`src/rsd_pkg.sv`:
```
// ----------------------------------------------------------------------------
// rsd_pkg
// Shared types and constants for the relocation stream decoder.
// ----------------------------------------------------------------------------
package rsd_pkg;

  localparam int unsigned OffsetW = 32;
  localparam int unsigned DigitW  = 7;
  localparam int unsigned QDepth  = 4;
  localparam int unsigned QPtrW   = $clog2(QDepth);
  localparam int unsigned QCntW   = $clog2(QDepth + 1);

  localparam logic [7:0] ByteSelector = 8'h00;  // selector marker / zero step
  localparam logic [7:0] ByteScale    = 8'h08;  // advance *= 128

  typedef enum logic [1:0] {
    KIND_OFFSET32   = 2'd0,
    KIND_SELECTOR16 = 2'd1,
    KIND_END        = 2'd2
  } kind_e;

  // One queue entry: the results a single code byte produces.
  // A second result only ever comes from the end of the table.
  typedef struct packed {
    logic [OffsetW-1:0] off_a;
    kind_e              kind_a;
    logic               last_a;
    logic               has_b;
    logic [OffsetW-1:0] off_b;
  } entry_t;

  typedef struct packed {
    logic full;
    logic empty;
  } q_status_t;

endpackage

```
`src/rsd_front.sv`:
```
// ----------------------------------------------------------------------------
// rsd_front
// Takes code bytes, keeps the decode state and builds the result entries.
// ----------------------------------------------------------------------------
module rsd_front (
  input  logic                          clk_i,
  input  logic                          rst_ni,
  input  logic                          in_valid_i,
  output logic                          in_stall_o,
  input  logic [7:0]                    code_byte_i,
  input  logic                          table_end_i,
  input  rsd_pkg::q_status_t            q_status_i,
  output logic                          push_o,
  output rsd_pkg::entry_t               push_entry_o
);

  logic [rsd_pkg::OffsetW-1:0] ro_q, ro_d;
  logic [rsd_pkg::OffsetW-1:0] adv_q, adv_d;
  logic                        pend_q, pend_d;

  logic                        accept;
  logic [rsd_pkg::DigitW-1:0]  digit;
  logic                        r0_valid;
  rsd_pkg::kind_e              r0_kind;
  logic                        pend_mid;
  logic [rsd_pkg::OffsetW-1:0] ro_mid;
  logic [rsd_pkg::OffsetW-1:0] adv_mid;

  assign in_stall_o = q_status_i.full;
  assign accept     = in_valid_i && !q_status_i.full;
  // nibble swap, top bit of the digit dropped
  assign digit      = {code_byte_i[2:0], code_byte_i[7:4]};

  // byte decode
  always_comb begin
    r0_valid = 1'b0;
    r0_kind  = rsd_pkg::KIND_OFFSET32;
    pend_mid = pend_q;
    ro_mid   = ro_q;
    adv_mid  = adv_q;
    if (code_byte_i == rsd_pkg::ByteSelector) begin
      if (pend_q) begin
        r0_valid = 1'b1;
        r0_kind  = rsd_pkg::KIND_SELECTOR16;
        pend_mid = 1'b0;
      end else begin
        ro_mid   = ro_q + adv_q;
        adv_mid  = '0;
        pend_mid = 1'b1;
      end
    end else if (code_byte_i == rsd_pkg::ByteScale) begin
      adv_mid = {adv_q[rsd_pkg::OffsetW-8:0], 7'd0};
    end else begin
      r0_valid = pend_q;
      if (!code_byte_i[3]) begin
        ro_mid   = ro_q + adv_q + {{(rsd_pkg::OffsetW-rsd_pkg::DigitW){1'b0}}, digit};
        adv_mid  = '0;
        pend_mid = 1'b1;
      end else begin
        ro_mid   = ro_q + adv_q;
        adv_mid  = {{(rsd_pkg::OffsetW-rsd_pkg::DigitW-7){1'b0}}, digit, 7'd0};
        pend_mid = 1'b0;
      end
    end
  end

  // entry assembly, end-of-table flush
  always_comb begin
    push_entry_o        = '0;
    push_entry_o.kind_a = r0_kind;
    push_o              = 1'b0;
    if (r0_valid) begin
      push_o              = 1'b1;
      push_entry_o.off_a  = ro_q;
      push_entry_o.last_a = table_end_i && !pend_mid;
      push_entry_o.has_b  = table_end_i && pend_mid;
      push_entry_o.off_b  = ro_mid;
    end else if (table_end_i) begin
      push_o              = 1'b1;
      push_entry_o.last_a = 1'b1;
      if (pend_mid) begin
        push_entry_o.off_a  = ro_mid;
        push_entry_o.kind_a = rsd_pkg::KIND_OFFSET32;
      end else begin
        push_entry_o.kind_a = rsd_pkg::KIND_END;
      end
    end
    push_o = push_o && accept;
  end

  always_comb begin
    ro_d   = ro_q;
    adv_d  = adv_q;
    pend_d = pend_q;
    if (accept) begin
      if (table_end_i) begin
        ro_d   = '0;
        adv_d  = '0;
        pend_d = 1'b0;
      end else begin
        ro_d   = ro_mid;
        adv_d  = adv_mid;
        pend_d = pend_mid;
      end
    end
  end

  always_ff @(posedge clk_i or negedge rst_ni) begin
    if (!rst_ni) begin
      ro_q   <= '0;
      adv_q  <= '0;
      pend_q <= 1'b0;
    end else begin
      ro_q   <= ro_d;
      adv_q  <= adv_d;
      pend_q <= pend_d;
    end
  end

endmodule

```
`src/rsd_queue.sv`:
```
// ----------------------------------------------------------------------------
// rsd_queue
// Small register FIFO of result entries between front and back.
// ----------------------------------------------------------------------------
module rsd_queue (
  input  logic               clk_i,
  input  logic               rst_ni,
  input  logic               push_i,
  input  rsd_pkg::entry_t    push_entry_i,
  input  logic               pop_i,
  output rsd_pkg::entry_t    head_o,
  output rsd_pkg::q_status_t status_o
);

  rsd_pkg::entry_t                 mem_q [rsd_pkg::QDepth];
  logic [rsd_pkg::QPtrW-1:0]       wr_q, wr_d;
  logic [rsd_pkg::QPtrW-1:0]       rd_q, rd_d;
  logic [rsd_pkg::QCntW-1:0]       cnt_q, cnt_d;
  logic                            do_pop;

  assign status_o.full  = (cnt_q == rsd_pkg::QCntW'(rsd_pkg::QDepth));
  assign status_o.empty = (cnt_q == '0);
  assign head_o         = mem_q[rd_q];
  assign do_pop         = pop_i && !status_o.empty;

  always_comb begin
    wr_d  = wr_q;
    rd_d  = rd_q;
    cnt_d = cnt_q;
    if (push_i) begin
      wr_d = wr_q + 1'b1;
    end
    if (do_pop) begin
      rd_d = rd_q + 1'b1;
    end
    if (push_i && !do_pop) begin
      cnt_d = cnt_q + 1'b1;
    end else if (!push_i && do_pop) begin
      cnt_d = cnt_q - 1'b1;
    end
  end

  always_ff @(posedge clk_i or negedge rst_ni) begin
    if (!rst_ni) begin
      wr_q  <= '0;
      rd_q  <= '0;
      cnt_q <= '0;
    end else begin
      wr_q  <= wr_d;
      rd_q  <= rd_d;
      cnt_q <= cnt_d;
    end
  end

  always_ff @(posedge clk_i) begin
    if (push_i) begin
      mem_q[wr_q] <= push_entry_i;
    end
  end

  a_cnt_bound: assert property (@(posedge clk_i) disable iff (!rst_ni)
    cnt_q <= rsd_pkg::QCntW'(rsd_pkg::QDepth))
    else $error("queue count beyond depth");

endmodule

```
`src/rsd_back.sv`:
```
// ----------------------------------------------------------------------------
// rsd_back
// Unpacks queue entries into single result beats behind an output register.
// ----------------------------------------------------------------------------
module rsd_back (
  input  logic                        clk_i,
  input  logic                        rst_ni,
  input  rsd_pkg::entry_t             head_i,
  input  rsd_pkg::q_status_t          q_status_i,
  output logic                        pop_o,
  output logic                        out_valid_o,
  input  logic                        out_stall_i,
  output logic [rsd_pkg::OffsetW-1:0] reloc_offset_o,
  output logic [1:0]                  reloc_kind_o,
  output logic                        last_of_table_o
);

  logic                        out_valid_q, out_valid_d;
  logic                        sub_q, sub_d;    // first result of head already sent
  logic [rsd_pkg::OffsetW-1:0] off_q, off_d;
  rsd_pkg::kind_e              kind_q, kind_d;
  logic                        last_q, last_d;
  logic                        load;

  assign load = !out_valid_q || !out_stall_i;

  always_comb begin
    out_valid_d = out_valid_q;
    sub_d       = sub_q;
    off_d       = off_q;
    kind_d      = kind_q;
    last_d      = last_q;
    pop_o       = 1'b0;
    if (load) begin
      out_valid_d = !q_status_i.empty;
      if (!q_status_i.empty) begin
        if (sub_q) begin
          off_d  = head_i.off_b;
          kind_d = rsd_pkg::KIND_OFFSET32;
          last_d = 1'b1;
          sub_d  = 1'b0;
          pop_o  = 1'b1;
        end else begin
          off_d  = head_i.off_a;
          kind_d = head_i.kind_a;
          last_d = head_i.last_a;
          sub_d  = head_i.has_b;
          pop_o  = !head_i.has_b;
        end
      end
    end
  end

  always_ff @(posedge clk_i or negedge rst_ni) begin
    if (!rst_ni) begin
      out_valid_q <= 1'b0;
      sub_q       <= 1'b0;
    end else begin
      out_valid_q <= out_valid_d;
      sub_q       <= sub_d;
    end
  end

  always_ff @(posedge clk_i) begin
    off_q  <= off_d;
    kind_q <= kind_d;
    last_q <= last_d;
  end

  assign out_valid_o     = out_valid_q;
  assign reloc_offset_o  = off_q;
  assign reloc_kind_o    = kind_q;
  assign last_of_table_o = last_q;

  a_sub_shown: assert property (@(posedge clk_i) disable iff (!rst_ni)
    sub_q |-> out_valid_q)
    else $error("second result pending without first on output");

  a_sub_head: assert property (@(posedge clk_i) disable iff (!rst_ni)
    sub_q |-> !q_status_i.empty)
    else $error("second result pending but queue empty");

  a_end_last: assert property (@(posedge clk_i) disable iff (!rst_ni)
    (out_valid_q && kind_q == rsd_pkg::KIND_END) |-> (last_q && off_q == '0))
    else $error("end marker not last or nonzero offset");

endmodule

```
`src/relocation_stream_decoder.sv`:
```
// ----------------------------------------------------------------------------
// relocation_stream_decoder
// Decodes a compact relocation code stream into offset/selector relocations.
// ----------------------------------------------------------------------------
// A byte's results are written into the queue and reach the output through the back's output register.
// Throughput: one byte per cycle while the queue is not full; each result takes
//   one output beat, so a byte with two results holds the output for two beats,
//   absorbed by the four-entry queue. Input stalls only when that queue is full.
// Reset: rst_ni clears the decode state, the queue and the output valid.
module relocation_stream_decoder (
  input  logic        clk_i,
  input  logic        rst_ni,
  // code byte channel
  input  logic        in_valid_i,
  output logic        in_stall_o,
  input  logic [7:0]  code_byte_i,
  input  logic        table_end_i,
  // result channel
  output logic        out_valid_o,
  input  logic        out_stall_i,
  output logic [31:0] reloc_offset_o,
  output logic [1:0]  reloc_kind_o,
  output logic        last_of_table_o
);

  // Front: per-byte decode. Keeps running offset, banked advance and the
  // pending-entry flag; packs the zero, one or two results of a beat into
  // one queue entry. End of table flushes and returns state to reset values.
  logic               push;
  rsd_pkg::entry_t    push_entry;
  // Queue status goes back to the front (stall) and on to the back (empty).
  rsd_pkg::q_status_t q_status;
  rsd_pkg::entry_t    head;
  logic               pop;

  rsd_front u_front (
    .clk_i        (clk_i),
    .rst_ni       (rst_ni),
    .in_valid_i   (in_valid_i),
    .in_stall_o   (in_stall_o),
    .code_byte_i  (code_byte_i),
    .table_end_i  (table_end_i),
    .q_status_i   (q_status),
    .push_o       (push),
    .push_entry_o (push_entry)
  );

  // Decouples decode from the output side so each may stall on its own.
  rsd_queue u_queue (
    .clk_i        (clk_i),
    .rst_ni       (rst_ni),
    .push_i       (push),
    .push_entry_i (push_entry),
    .pop_i        (pop),
    .head_o       (head),
    .status_o     (q_status)
  );

  // Back: splits an entry into result beats, in stream order, behind a
  // registered output so the front keeps taking bytes while a beat waits.
  rsd_back u_back (
    .clk_i           (clk_i),
    .rst_ni          (rst_ni),
    .head_i          (head),
    .q_status_i      (q_status),
    .pop_o           (pop),
    .out_valid_o     (out_valid_o),
    .out_stall_i     (out_stall_i),
    .reloc_offset_o  (reloc_offset_o),
    .reloc_kind_o    (reloc_kind_o),
    .last_of_table_o (last_of_table_o)
  );

endmodule

```
`config.mk`:
```
export PLATFORM = sky130hd
export DESIGN_NAME = relocation_stream_decoder
export DESIGN_NICKNAME = d
export VERILOG_FILES = /design/src/rsd_pkg.sv /design/src/rsd_front.sv /design/src/rsd_queue.sv /design/src/rsd_back.sv /design/src/relocation_stream_decoder.sv
export SDC_FILE = /design/constraint.sdc
export NUM_CORES = 1
export LEC_CHECK = 0
export BUFFER_PORTS_ARGS = -buffer_cell sky130_fd_sc_hd__buf_2
export CAP_MARGIN = 20
export CORE_MARGIN = 4
export CORE_UTILIZATION = 35
export CTS_CLUSTER_DIAMETER = 60
export DETAILED_ROUTE_END_ITERATION = 10
export HOLD_SLACK_MARGIN = 0.02
export PLACE_DENSITY = 0.49
export SYNTH_ARGS = -nofsm -noshare
export SYNTH_HDL_FRONTEND = slang
export SYNTH_HIERARCHICAL = 1
export SYNTH_SLANG_ARGS = --single-unit
```
`constraint.sdc`:
```
create_clock -name clk_i -period 3.8 [get_ports clk_i]
set_input_delay 0.38 -clock clk_i [delete_from_list [all_inputs] [get_ports clk_i]]
set_output_delay 0.38 -clock clk_i [all_outputs]
set_load 0.01 [all_outputs]
```
Word level (Yosys, flattened, before mapping). Memories as Yosys holds them, arrays and structs flattened. Cells that the tools add are included.

Add/sub/neg operators: 6. Equal/unequal tests: 3. Mux-type cells: 38. Bitwise gates (word level): 1. Reduce and logical (&&, ||, !) cells: 21.

Operator list (number): 32-bit two-way mux (12); 35-bit two-way mux (1); 33-bit two-way mux (1); 32-bit adder (1); 32-bit by 7-bit adder with 32-bit output (1); 1-bit two-way mux (19); 14-bit two-way mux (1); 8-bit by 4-bit == test with 1-bit output, second input constant (1); 1-bit zero test (8); 8-bit zero test (1); 1-bit logical AND (7); 3-bit two-way mux (2); 2-bit by 1-bit adder with 2-bit output, second input constant (2); 2-bit two-way mux (2); 2-bit AND reduction (2); 3-bit by 1-bit adder with 3-bit output, second input constant (1); 3-bit == test, second input constant (1); 3-bit zero test (1); 3-bit inequality test, second input constant (1); 3-bit by 1-bit subtractor with 3-bit output, second input constant (1); 2-bit nonzero test (1); 1-bit logical OR (1); 1-bit NOT (1).

Register bits after elaboration: 109. Bits in writable memories: 272. Input bits: 13. Output and inout port bits: 37. Word-level logic and storage cells: 81. Memories: 1.

Memories: u_queue.mem_q (depth 4, bits a word 68, read ports 1, clocked after memory_dff 0, write ports 1, RTL line rsd_queue.sv:15) `rsd_pkg::entry_t mem_q [rsd_pkg::QDepth];`.

Logic depth before layout (Yosys ltp).
Depth in word-level cells: 9. Depth in mapped cells: 14.

Modules after synthesis. Netlist, hierarchy kept.

Modules (own cells, without submodules): rsd_queue (times used 1, cells each 391, area each 10289.9 µm², sequential area each 8343.0 µm²); rsd_front (times used 1, cells each 722, area each 5512.8 µm², sequential area each 1451.4 µm²); rsd_back (times used 1, cells each 82, area each 1676.6 µm², sequential area each 1101.1 µm²).

Least setup slack after synthesis. OpenSTA, ideal clock, no wires.

Path type: register to register. From: reg u_queue/cnt_q[0] (netlist bit). To: reg u_queue/cnt_q[1] (netlist bit). Arrival time: 3710 ps. Setup slack: -35 ps. Cell stages (with the launch flop): 10. Buffers on the path: 0. Cell sequence: dfrtp_1 > or3_1 > inv_1 > a21oi_1 > nor2b_1 > nand2_1 > ha_1 > inv_1 > fa_1 > mux2_2.

RTL lines: start, declared (RTL line rsd_queue.sv:18) `logic [rsd_pkg::QCntW-1:0] cnt_q, cnt_d;`; start signal, assigned (RTL line rsd_queue.sv:51) `cnt_q <= cnt_d;`.

==> Implementation_results.wiki <==
{| class="wikitable"
! Metric !! Value
|-
| Outcome || complete, no violations
|-
| Final hold vios || 0
|-
| Number of instances in the synthesized netlist || 1195
|-
| Root buffer cell || sky130_fd_sc_hd__clkbuf_16
|-
| Chip width || 231.5 um
|-
| CP required || 4220 ps
|-
| Worst setup slack after placement || -80.69 ps
|-
| Arrival time worst endpoint || 4050 ps
|-
| Top-level I/O count || 50
|-
| CP startpoint kind || register
|-
| Ratio of total power to cell area || 683.7 nW/um2
|-
| Fraction of layout cells with a size suffix above 1 || 28.37%
|-
| Number of remaining DRC errors || 0
|-
| Synth Area in Simple Gates || 8.461%
|-
| Post-route cell area || 20640 um2
|-
| Total number of H-tree levels || 2
|-
| Syn avg cell area || 14.63 um2
|-
| Signed area change from the synthesized netlist to the final layout || 18.10%
|-
| Diode count || 0
|-
| Crit share post-route || 95.60%
|-
| Fraction of synthesized cell area in xor and xnor cells || 2.004%
|-
| Cell Area, Placed || 18980 um2
|-
| Number of enable flip-flop cells after synthesis || 307
|-
| GPL Wtd Cong || 0.8470
|-
| First-iteration detailed-routing DRC count || 750
|-
| Number of nets in the synthesized netlist || 1247
|-
| Chain of cells forming the critical path || ha_2 > inv_1 > fa_2 > and2b_2 > o31a_1 > o21ai_1 > xnor2_1 > nand3_2 > nor4_4 > buf_4 > and3_1 > buf_4 > a31oi_1 > nor4_1 > buf_4
|-
| Crit end category || register
|-
| Final worst slack || 167.0 ps
|-
| Highest Clock Rate || 0.2753 GHz
|-
| Worst vdd rail ir drop || 0.3117 mV
|-
| Mapped Area || 17480 um2
|-
| WL/cell || 20.03 um
|-
| #FFs+latches synth || 374
|-
| Via count of the first global-routing pass || 10698
|-
| Die Span Y || 231.5 um
|-
| Core utilization of the finished layout || 42.00%
|-
| Multiplexer share of the synthesized area || 11.81%
|-
| Port buffer count || 49
|-
| Global route overflow || 0
|-
| Final Net Count || 1389
|-
| Starting utilization of the core area || 35.56%
|-
| Slowest-stage cell, CP || sky130_fd_sc_hd__dfrtp_1
|-
| Antenna violations before repair || 0
|-
| CTS tree || done
|-
| CP Class || reg2reg
|-
| Per-cell via count in the routed design || 5.165
|-
| Top cells by area, synth || sky130_fd_sc_hd__edfxtp_1 53%, sky130_fd_sc_hd__dfrtp_1 9.6%, sky130_fd_sc_hd__mux4_2 8.8%
|-
| Global-route wire length before repair || 64310 um
|-
| Top cell types by occurrence after synthesis || 307 x sky130_fd_sc_hd__edfxtp_1, 122 x sky130_fd_sc_hd__nand2_1, 92 x sky130_fd_sc_hd__o21ai_0
|-
| DPL Wire Length || 27040 um
|-
| Share of the yosys chip area belonging to registers || 62.33%
|-
| Filler cell count || 4549
|-
| Total iterations of the first detailed-routing run || 5
|-
| Final worst clock skew || 11.21 ps
|-
| Die Outline Area || 53580 um2
|-
| Number of maximum-capacitance constraint violations || 0
|-
| CP max stage delay || 380 ps
|-
| Worst-path fanout max || 5
|-
| Total Wirelength || 40770 um
|-
| Largest family of logic cells by synthesized area || multiplexers
|-
| Main synth FF type || sky130_fd_sc_hd__edfxtp_1
|-
| Row Count || 81
|-
| Total clock buffers created by CTS || 44
|-
| Post-route ant nets || 0
|-
| Setup violation total in the final timing report || 0
|-
| Count of warnings emitted by yosys || 6
|-
| DR vias || 10510
|-
| Async S/R FF share, synth || 17.91%
|-
| Largest area contributor in the netlist || sky130_fd_sc_hd__edfxtp_1
|-
| CORE AREA || 49150 um2
|-
| Worst Max-Slew Pin Slew || 1010 ps
|-
| Post-CTS clock slew at the launch and capture registers of the worst setup and hold paths || 60 ps
|-
| Total Routing Usage GR || 15.39%
|-
| Insertion delay of the later-clocked pin in the worst-skew pair || 550 ps
|-
| Most frequently used cell type in the post-synthesis netlist || sky130_fd_sc_hd__edfxtp_1
|-
| Share of the synthesized area in compound gates (AO/OA/AOI/OAI) || 9.878%
|-
| Number of different library cells in the post-synthesis netlist || 78
|-
| Slew Limit Fails || 0
|-
| Min Clock Period, post-route || 3633 ps
|-
| Relative slew slack || 32.65%
|-
| Largest net degree at the start of global routing || 70
|-
| Area fraction of the dominant cell type after synthesis || 52.74%
|-
| Static leakage || 0.007520 uW
|-
| Clock buffer depth || 3
|-
| Sink count of the clock tree || 374
|-
| Most frequent cell on the critical path || sky130_fd_sc_hd__buf_4
|-
| Hold Path Class || in2reg
|-
| Power, Total || 14110 uW
|-
| Adder-Cell Fraction of Synth Area || 2.921%
|}
registers in the layout, indices dropped and copies added, names as in the netlist:
register / cells
u_front/adv_q: 25
u_back/last_of_table_o: 1
u_back/out_valid_o: 1
u_back/reloc_offset_o: 32
u_back/sub_q: 1
u_queue/wr_q: 2
u_queue/rd_q: 2
u_back/reloc_kind_o: 2
u_front/ro_q: 32
u_front/pend_q: 1
u_queue/mem_q: 272
u_queue/cnt_q: 3
final cells by class:
| class | count | area, um2 | share of cell area [%] |
|---|---|---|---|
| Timing Repair Buffer | 155 | 1071 | 5.189 |
| Multi-Input combinational cell | 750 | 6362 | 30.82 |
| Clock buffer | 65 | 1281 | 6.207 |
| Sequential cell | 374 | 10900 | 52.81 |
| Inverter | 12 | 45.04 | 0.2182 |
| Clock inverter | 15 | 150.1 | 0.7274 |
| Tap cell | 664 | 830.8 | 4.025 |
critical path: cells and delay by family (launching register included):
kind / cells / cell delay [ps]
flops: 1 / 380
xor+xnor: 1 / 190
fa+ha+maj: 2 / 380
simple gates: 5 / 1360
buf+inv: 4 / 620
compound gates: 3 / 580
worst paths after layout:
check	startpoint	endpoint	slack, ps	cells past startpoint
hold reg to reg	u_queue/cnt_q[2]$_DFFE_PN0P_	u_queue/cnt_q[2]$_DFFE_PN0P_	480	1
setup reg to reg	u_front/ro_q[7]$_DFFE_PN0P_	u_queue/mem_q[0][25]$_DFFE_PP_	170	15
setup / recovery	u_front/ro_q[7]$_DFFE_PN0P_	u_queue/mem_q[0][25]$_DFFE_PP_	170	15
min in group asynchronous	rst_ni	u_front/ro_q[2]$_DFFE_PN0P_	340	2
max in group asynchronous	rst_ni	u_front/adv_q[11]$_DFFE_PN0P_	2580	3
hold / removal	out_stall_i	u_back/out_valid_o$_DFFE_PN0P_	100	3
per-layer routing:
layer	routed length [um]	part of all wire, %	vias up	GRT usage [%]
met1	20150	49	5331	23.05
li1	-	-	4945	-
met2	18230	45	178	23.42
met3	1477	3.6	56	2.434
met4	906	2.2	0	4.116
met5	0	0	-	0
power breakdown:
group / switching, uW / internal, uW / total (uW)
clock network: 1630 / 2480 / 4120
logic: 2230 / 1970 / 4200
registers: 315 / 5480 / 5800
total: 4180 / 9940 / 14100
placed cells by master, fill, tap and decap left out, drive strengths merged, types with 26 or more instances in the layout:
cell / n
a21oi: 41
buf: 154
ha: 36
nand2: 124
a22o: 41
edfxtp: 307
xnor2: 26
dfrtp: 67
mux2: 36
clkbuf: 65
nor2: 66
mux4: 68
o21ai: 94
cell families (layout without fill, tap and decap cells):
kind of cell | after synthesis | count (layout)
flops | 374 | 374
simple gates | 304 | 304
compound gates | 260 | 260
mux | 107 | 107
buf+inv | 71 | 247
xor+xnor | 40 | 40
fa+ha+maj | 39 | 39
what timing repair did:
action	CTS	global route
gates resized for setup	10	40
setup endpoints to repair	48	104
pin swaps	1	10
cloned	0	0
hold endpoints to repair	35	0
buffers inserted	0	4
hold buffers	1	0
metrics by stage:
stage                     instances  TNS (ps)  hold WS, ps
after global routing           2035    -357.1        86.84
after global placement         1950    -200.0        413.6
final                          2035         0        96.94
after CTS                      2031         0        65.64
after floorplan                1195         0        84.41
after detailed placement       1950     -1627        415.9
Note: power is estimated with default switching activity, not from simulation.
